## src/rtl/pointwise_conv_accumulator_top_assert.svh

```systemverilog
// assertion macros for the pointwise convolution accumulator
`ifndef POINTWISE_CONV_ACCUMULATOR_TOP_ASSERT_SVH
`define POINTWISE_CONV_ACCUMULATOR_TOP_ASSERT_SVH
`ifndef SYNTHESIS
`define PCA_ASSERT(lbl, prop) \
  lbl: assert property (@(posedge clk_i) disable iff (!rst_ni) prop) \
    else $error("pca assertion failed");
`define PCA_ASSERT_NEVER(lbl, cond) \
  lbl: assert property (@(posedge clk_i) disable iff (!rst_ni) !(cond)) \
    else $error("pca forbidden condition seen");
`else
`define PCA_ASSERT(lbl, prop)
`define PCA_ASSERT_NEVER(lbl, cond)
`endif
`endif

```

## src/rtl/pca_pkg.sv

```systemverilog
package pca_pkg;

  localparam int OPCODE_W   = 2;
  localparam int FILTER_W   = 4;
  localparam int DEPTH_W    = 10;
  localparam int PIXEL_W    = 6;
  localparam int DATA_W     = 8;
  localparam int PROD_W     = 16;
  localparam int SUM_W      = 32;
  localparam int CFG_IDX_W  = 1;
  localparam int CFG_DATA_W = 11;
  localparam int CONV_DEPTH_W = 11;
  localparam int VALID_FILT_W = 5;

  localparam logic [OPCODE_W-1:0] OP_WEIGHT = 2'd0;
  localparam logic [OPCODE_W-1:0] OP_ACCUM  = 2'd1;
  localparam logic [OPCODE_W-1:0] OP_READ   = 2'd2;

  localparam logic [CFG_IDX_W-1:0] CFG_CONV_DEPTH    = 1'd0;
  localparam logic [CFG_IDX_W-1:0] CFG_VALID_FILTERS = 1'd1;

  localparam logic [CONV_DEPTH_W-1:0] CONV_DEPTH_RST    = 11'd1024;
  localparam logic [VALID_FILT_W-1:0] VALID_FILTERS_RST = 5'd16;

  typedef enum logic [3:0] {
    ST_IDLE,
    ST_DECODE,
    ST_WGT_WR,
    ST_ACC_RD,
    ST_ACC_MUL,
    ST_ACC_WR,
    ST_SUM_RD,
    ST_SUM_WAIT
  } pca_state_e;

  typedef struct packed {
    logic item_load;
    logic wgt_we;
    logic acc_rd;
    logic acc_mul;
    logic acc_wr;
    logic sum_rd;
    logic out_load;
  } pca_cmd_t;

  typedef struct packed {
    logic [OPCODE_W-1:0] opcode;
    logic                pix_ok;
    logic                cnt_last;
    logic                out_free;
  } pca_stat_t;

endpackage

```

## src/rtl/pca_ctrl.sv

```systemverilog
`include "pointwise_conv_accumulator_top_assert.svh"

module pca_ctrl (
  input  logic               clk_i,
  input  logic               rst_ni,
  input  logic               in_valid_i,
  output logic               in_ready_o,
  input  pca_pkg::pca_stat_t stat_i,
  output pca_pkg::pca_cmd_t  cmd_o
);
  import pca_pkg::*;

  pca_state_e state_q, state_d;

  always_ff @(posedge clk_i or negedge rst_ni) begin
    if (!rst_ni) begin
      state_q <= ST_IDLE;
    end else begin
      state_q <= state_d;
    end
  end

  always_comb begin
    state_d    = state_q;
    cmd_o      = '0;
    in_ready_o = 1'b0;
    case (state_q)
      ST_IDLE: begin
        in_ready_o = 1'b1;
        if (in_valid_i) begin
          cmd_o.item_load = 1'b1;
          state_d         = ST_DECODE;
        end
      end
      ST_DECODE: begin
        case (stat_i.opcode)
          OP_WEIGHT: state_d = ST_WGT_WR;
          OP_ACCUM:  state_d = stat_i.pix_ok ? ST_ACC_RD : ST_IDLE;
          OP_READ:   state_d = ST_SUM_RD;
          default:   state_d = ST_IDLE;
        endcase
      end
      ST_WGT_WR: begin
        cmd_o.wgt_we = 1'b1;
        state_d      = ST_IDLE;
      end
      ST_ACC_RD: begin
        cmd_o.acc_rd = 1'b1;
        state_d      = ST_ACC_MUL;
      end
      ST_ACC_MUL: begin
        cmd_o.acc_mul = 1'b1;
        state_d       = ST_ACC_WR;
      end
      ST_ACC_WR: begin
        cmd_o.acc_wr = 1'b1;
        state_d      = stat_i.cnt_last ? ST_IDLE : ST_ACC_RD;
      end
      ST_SUM_RD: begin
        cmd_o.sum_rd = 1'b1;
        state_d      = ST_SUM_WAIT;
      end
      ST_SUM_WAIT: begin
        if (stat_i.out_free) begin
          cmd_o.out_load = 1'b1;
          state_d        = ST_IDLE;
        end
      end
      default: state_d = ST_IDLE;
    endcase
  end

  `PCA_ASSERT(a_one_cmd, $onehot0(cmd_o))
  `PCA_ASSERT(a_load_decode, cmd_o.item_load |=> state_q == ST_DECODE)
  `PCA_ASSERT(a_last_idle, cmd_o.acc_wr && stat_i.cnt_last |=> state_q == ST_IDLE)
  `PCA_ASSERT(a_rd_then_mul, cmd_o.acc_rd |=> cmd_o.acc_mul)
  `PCA_ASSERT_NEVER(a_out_blocked, cmd_o.out_load && !stat_i.out_free)

endmodule

```

## config.mk

```make
export PLATFORM = sky130hd
export DESIGN_NAME = pca_ctrl
export DESIGN_NICKNAME = d
export VERILOG_FILES = /design/src/rtl/pca_pkg.sv /design/src/rtl/pca_ctrl.sv
export VERILOG_INCLUDE_DIRS = /design/src /design/src/rtl
export SDC_FILE = /design/constraint.sdc
export NUM_CORES = 1
export LEC_CHECK = 0
export BUFFER_PORTS_ARGS = -buffer_cell sky130_fd_sc_hd__buf_2
export CAP_MARGIN = 20
export CORE_AREA = 3 3 40 42
export DETAILED_ROUTE_END_ITERATION = 10
export DIE_AREA = 0 0 43 45
export GPL_TIMING_DRIVEN = 0
export PLACE_DENSITY = 0.53
export SETUP_SLACK_MARGIN = 0.02
export SYNTH_ARGS = -nofsm -noshare
export SYNTH_HDL_FRONTEND = slang
export SYNTH_SLANG_ARGS = --single-unit
```

## constraint.sdc

```tcl
create_clock -name clk_i -period 1.09 [get_ports clk_i]
set_input_delay 0.1635 -clock clk_i [delete_from_list [all_inputs] [get_ports clk_i]]
set_output_delay 0.1635 -clock clk_i [all_outputs]
set_load 0.1 [all_outputs]
```

# [After elaboration in Yosys (flattened, before gate mapping)]
# Cells that the tools add are included.
# Widths: inputs -> output; s select.
[word_totals] reg_bits=4 elab_cells=31 input_bits=8
[classes] mux=16 n_reduce_logical=3 n_eq_ne=11
[op_table] cell="$pmux 4 s7" n=1
[op_table] cell="$eq 4x3->1 const B" n=4
[op_table] cell="$mux 1" n=10
[op_table] cell="$pmux 3 s3" n=1
[op_table] cell="$eq 4x2->1 const B" n=2
[op_table] cell="$mux 4" n=2
[op_table] cell="$eq 4x1->1 const B" n=1
[op_table] cell="$logic_not 4->1" n=1
[op_table] cell="$mux 2" n=2
[op_table] cell="$ne 2x2->1 const B" n=2
[op_table] cell="$eq 2x1->1 const B" n=1
[op_table] cell="$eq 2x2->1 const B" n=1
[op_table] cell="$logic_not 2->1" n=1
[op_table] cell="$reduce_and 2->1" n=1

# [Depth between registers and ports, before layout]
# Gate-level depths: netlist of run 1.
[depth] depth_word=3 ltp_mapped=4

# [Worst setup path after synthesis of run 1]
# Ideal clock, no wire load.
[synth_timing] path_type="register to output" startpoint="register state_q[2]" endpoint="output port cmd_o[5] (netlist bit)" setup_slack_ns=-1.812 path_stages_with_launch=3 path_buffers=1 t_required_ns=0.927 t_arrival_ns=2.738 cell_sequence="dfrtp_1 > buf_6 > nor3b_1"
[synth_rtl] item="start: declaration" line_no="pca_ctrl.sv:13" source="pca_state_e state_q, state_d;"
[synth_rtl] item="start signal: assignment" line_no="pca_ctrl.sv:19" source="state_q <= state_d;"
[synth_rtl] item="end: declaration" line_no="pca_ctrl.sv:9" source="output pca_pkg::pca_cmd_t cmd_o"

==> impl_metrics.env, run 1 <==
export IMPL_die_w_um=43
export IMPL_mostFrequentLayoutCell="buf_6"
export IMPL_synthDistinctLibCells=17
export IMPL_hold_path_class="input port to register"
export IMPL_hold_viol_final=0
export IMPL_antenna_found_initial=0
export IMPL_ys_top_cells_by_area="dfrtp_1 (27%), buf_6 (12%), nor3b_1 (8.0%)"
export IMPL_largest_reg_flops=3
export IMPL_r2r_end="state_q[1]"
export IMPL_worstRegToRegCells=5
export IMPL_via_per_inst=4.53
export IMPL_required_ns=0.93
export IMPL_slowest_delay_ns=0.36
export IMPL_gp_congestion=0.647
export IMPL_period_needed_ns=1.40
export IMPL_grt_pass1_wl_mm=1.43
export IMPL_reg2reg_from="state_q[2]"
export IMPL_syn_inst=32
export IMPL_r2r_setup_slack_ns=-0.10
export IMPL_netlist_area_um2=280
export IMPL_setup_viol=9
export IMPL_n_antenna_cell=0
export IMPL_top_register="state_q"
export IMPL_yosysSeqAreaShare_pct=26.8
export IMPL_drc=0
export IMPL_syn_num_nets=40
export IMPL_fin_cells=77
export IMPL_worstMarginPinSlew_ns=0.168
export IMPL_h_tree_depth=1
export IMPL_slowest_stage="dfrtp_1"
export IMPL_crit_chain="buf_6 > nor3_4 > and2_4 > buf_12"
export IMPL_cts_sinks=3
export IMPL_design_core_area_mm2=0.00128
export IMPL_grt_overflow_total=0
export IMPL_grt_pass1_vias=365
export IMPL_setup_ws_ns=-0.311
export IMPL_critPathBufInv=2
export IMPL_holdPathStages=3
export IMPL_die_area_mm2=0.00194
export IMPL_cts_root_buf="clkbuf_4"
export IMPL_avgSynthCellArea_um2=8.76
export IMPL_max_cap_violations=0
export IMPL_cts_buffers=3
export IMPL_fillers=117
export IMPL_dp_cells=62
export IMPL_synth_area_leader_cell="dfrtp_1"
export IMPL_status="finished with violations"
export IMPL_path_delay_family="flip-flops"
export IMPL_violations="negative setup slack"
export IMPL_report_final_slew_viol_count=0
export IMPL_final_cell_mix="buf_6 (9), buf_2 (8), buf_4 (6)"
export IMPL_vias=349
export IMPL_whs_endpoint="state_q[0]"
export IMPL_end_kind="output port"
export IMPL_multi_input_area_um2=229
export IMPL_cts_path_max_buffers=2
export IMPL_wire_per_inst_um=11.3
export IMPL_grt_usage_pct=9.76
export IMPL_drt_initial_drc_count=15
export IMPL_routed_wl_um=872
export IMPL_crit_fanout=8
export IMPL_ys_warn_count=0
export IMPL_grt_max_degree=9
export IMPL_insertion_delay_ns=0.23
export IMPL_start_util_pct=21.8
export IMPL_die_y_um=45
export IMPL_worstSetupPathType="register to output port"
export IMPL_fmax_mhz=714
export IMPL_rsz0062_at_grt="yes"
export IMPL_reg_largest_list="state_q x3"
export IMPL_nets=71
export IMPL_start_kind="register"
export IMPL_ant_nets=0
export IMPL_ys_seq_elements=3
export IMPL_cts_tree="built"
export IMPL_period_share_pct=129
export IMPL_skew_ns=0.00126
export IMPL_synth_top_area_share_pct=26.8
export IMPL_drtPass1Iterations=4
export IMPL_area_delta_synth_final_pct=132
export IMPL_seq_area_um2=76.3
export IMPL_relSlewSlack_pct=88.5
export IMPL_cp_data_arrival_time_ns=1.24
export IMPL_min_from="in_valid_i"
export IMPL_port_buffers=15
export IMPL_drive_gt1_share_pct=72.6
export IMPL_pin_count=16
export IMPL_clkTransAtPathRegs_ns=0.04
export IMPL_dpl_hpwl_um=502
export IMPL_row_count=13
[stage by stage]
step	setup TNS (ns)	worst slack [ns]	utilization (%)	hold slack [ns]	cell area [um^2]
after global routing	-2.76	-0.375	50.6	0.263	651
after floorplan	-4.48	-0.884	-	-0.132	327
final	-2.25	-0.311	50.6	0.252	651
after global placement	-2.25	-0.346	32.7	-0.0397	420
after CTS	-2.39	-0.337	48.2	0.240	619
after detailed placement	-2.23	-0.340	32.7	-0.0388	420
[cell usage after synthesis]
cell and number:
buf_6 3, a32o_1 1, nand3b_1 1, o21ai_1 2
dfrtp_1 3, nand2_1 3, nand2b_1 1, nor3_2 1
and4bb_1 1, mux2i_1 2, a211oi_2 1, o21ai_0 3
inv_2 1, nor2_1 3, nor2b_1 2, and2_1 1
nor3b_1 3
[worst max path at each step]
stage / start / to / slack (ns) / cells past startpoint
after floorplan: state_q[1] / cmd_o[6] / -0.88 / 3
after global placement: state_q[1] / cmd_o[6] / -0.35 / 4
after detailed placement: state_q[1] / cmd_o[6] / -0.34 / 4
after CTS: state_q[0] / cmd_o[6] / -0.34 / 4
after global routing: state_q[0] / cmd_o[6] / -0.37 / 4
final: state_q[0] / cmd_o[6] / -0.31 / 4
[per-layer routing]
metal / share of wire (%) / global-route usage (%)
met5: 0 / 0
met3: 6.3 / 1.99
met2: 54 / 17.1
met4: 0 / 7.23
met1: 39 / 10.4
[cell families (layout without fill, tap and decap cells)]
kind of cell	Yosys count	count (layout)	synth area share, %
DFF	3	3	26.8
and+or+nand+nor	16	16	35.7
AOI/OAI and AO/OA	7	7	17.0
buffers and inverters	4	34	13.4
muxes	2	2	7.14
[tightest hold or removal path, cell delays in order]
cell     delay (ns)
buf_2          0.09
mux2i_1        0.06
o21ai_1        0.12
[final cells by class]
| cell class | count | area share [%] |
|---|---|---|
| inverter | 1 | 0.577 |
| sequential | 3 | 11.7 |
| timing repair buffer | 26 | 40.4 |
| buffer | 3 | 5.19 |
| multi-input combinational | 25 | 35.2 |
| tap | 15 | 2.88 |
| clock buffer | 4 | 4.04 |
[what timing repair did]
item / CTS / global route
hold buffers: 1 / 0
buffers inserted: 7 / 2
endpoints found under the hold margin: 3 / 0
gates resized for setup: 31 / 5
pin swaps: 4 / 3
setup endpoints to repair: 8 / 11
cloned: 1 / 0
Power of run 1 is not shown: default switching activity piles up to over one toggle a cycle in this logic, so the estimate is an artifact.
==> run 2, diff against run 1 <==
SETUP_SLACK_MARGIN = 0.5   (was 0.02)
==> run 2 against run 1 <==
Against the previous run:
- the flow still finishes with violations (negative setup slack)
- cell area up 1.3%
- hold slack worse by 0.020 ns
- critical path depth unchanged
- critical endpoint unchanged
- first-iteration DRC count down 73%
- fmax down 0.50%
- register-to-register slack about the same
- global-route usage up 0.50 points
- largest cell class unchanged
- utilization up 0.68 points
==> impl_metrics.env, run 2 (synthesis gave the netlist of run 1 again) <==
export IMPL_slowest_stage="dfrtp_1"
export IMPL_reg2reg_from="state_q[2]"
export IMPL_clkTransAtPathRegs_ns=0.04
export IMPL_die_y_um=45
export IMPL_max_cap_violations=0
export IMPL_slowest_delay_ns=0.36
export IMPL_reg_largest_list="state_q x3"
export IMPL_worstRegToRegCells=5
export IMPL_largest_reg_flops=3
export IMPL_wire_per_inst_um=11.4
export IMPL_critPathCapture="cmd_o[6]"
export IMPL_via_per_inst=4.43
export IMPL_end_kind="output port"
export IMPL_required_ns=0.93
export IMPL_design_core_area_mm2=0.00128
export IMPL_period_share_pct=129
export IMPL_vias=341
export IMPL_cts_root_buf="clkbuf_4"
export IMPL_startpoint="state_q[0]"
export IMPL_nets=71
export IMPL_setup_viol=10
export IMPL_antenna_found_initial=0
export IMPL_port_buffers=15
export IMPL_n_antenna_cell=0
export IMPL_r2r_setup_slack_ns=-0.10
export IMPL_cts_path_max_buffers=2
export IMPL_grt_usage_pct=10.3
export IMPL_ant_nets=0
export IMPL_hold_path_class="input port to register"
export IMPL_grt_pass1_vias=356
export IMPL_die_area_mm2=0.00194
export IMPL_gp_congestion=0.645
export IMPL_mostFrequentLayoutCell="buf_6"
export IMPL_cts_sinks=3
export IMPL_cp_data_arrival_time_ns=1.24
export IMPL_period_needed_ns=1.41
export IMPL_cts_tree="built"
export IMPL_die_w_um=43
export IMPL_drc=0
export IMPL_area_delta_synth_final_pct=135
export IMPL_grt_max_degree=10
export IMPL_start_kind="register"
export IMPL_r2r_end="state_q[1]"
export IMPL_crit_fanout=8
export IMPL_pin_count=16
export IMPL_drtPass1Iterations=2
export IMPL_setup_ws_ns=-0.318
export IMPL_cts_buffers=3
export IMPL_status="finished with violations"
export IMPL_insertion_delay_ns=0.24
export IMPL_hold_viol_final=0
export IMPL_worstMarginPinSlew_ns=0.203
export IMPL_routed_wl_um=874
export IMPL_crit_chain="buf_6 > nor3_4 > and2_4 > buf_12"
export IMPL_final_cell_mix="buf_6 (11), buf_2 (7), buf_4 (5), buf_12 (5)"
export IMPL_report_final_slew_viol_count=0
export IMPL_skew_ns=0.00185
export IMPL_grt_overflow_total=0
export IMPL_critPathBufInv=2
export IMPL_path_delay_family="flip-flops"
export IMPL_violations="negative setup slack"
export IMPL_cp_depth=4
export IMPL_final_util_pct=51.3
export IMPL_top_register="state_q"
export IMPL_row_count=13
export IMPL_h_tree_depth=1
export IMPL_grt_pass1_wl_mm=1.43
export IMPL_drt_initial_drc_count=4
export IMPL_drive_gt1_share_pct=72.6
export IMPL_fillers=117
export IMPL_fmax_mhz=710
export IMPL_start_util_pct=21.8
export IMPL_worstSetupPathType="register to output port"
export IMPL_tns_ns=-2.45
export IMPL_min_from="in_valid_i"
export IMPL_rsz0062_at_grt="yes"
export IMPL_relSlewSlack_pct=86.5
-- run 2: metrics by stage --
stage	hold slack, ns	worst slack, ns	std cells	area, um^2
floorplan	-0.132	-0.884	32	329
global placement	-0.0399	-0.344	62	423
detailed placement	-0.0385	-0.344	62	423
CTS	0.248	-0.343	72	604
global route	0.237	-0.388	77	659
finish	0.232	-0.318	77	659
-- run 2: repair_timing --
action / in CTS / in global routing
gates cloned: 1 / 0
pin swaps: 4 / 6
endpoints found under the hold margin: 3 / 0
setup endpoints to repair: 11 / 11
resized for setup: 32 / 5
setup buffers: 4 / 5
hold buffers: 1 / 0
-- run 2: final cells by class --
| type | count | area [um^2] | area share, % |
|---|---|---|---|
| inverters | 1 | 3.75 | 0.569 |
| plain buffers | 3 | 33.8 | 5.12 |
| clock buffers | 4 | 26.3 | 3.98 |
| well taps | 15 | 18.8 | 2.85 |
| multi-input cells | 25 | 228 | 34.5 |
| flip-flops and latches | 3 | 76.3 | 11.6 |
| repair buffers | 26 | 273 | 41.4 |
-- run 2: worst reg2reg max path, delay by kind of cell (launching register included) --
kind,cells,cell delay [ns]
compound gates,2,0.31
buf+inv,3,0.38
flops,1,0.43
-- run 2: layer usage --
metal / track usage [%] / vias to the layer above / part of all wire (%)
met5: 0 / - / 0
met4: 10.8 / 0 / 1.0
met3: 2.79 / 2 / 6.5
met2: 17.4 / 13 / 52
met1: 9.69 / 153 / 40
li1: - / 173 / -
-- run 2: worst min-delay path by stage --
stage,cells past startpoint,endpoint,slack [ns]
final,3,state_q[0],0.23
after global routing,3,state_q[0],0.24
after CTS,2,state_q[0],0.25
after detailed placement,1,state_q[0],-0.04
after global placement,1,state_q[0],-0.04
after floorplan,0,state_q[0],-0.13
Power of run 2 is left out for the same reason.
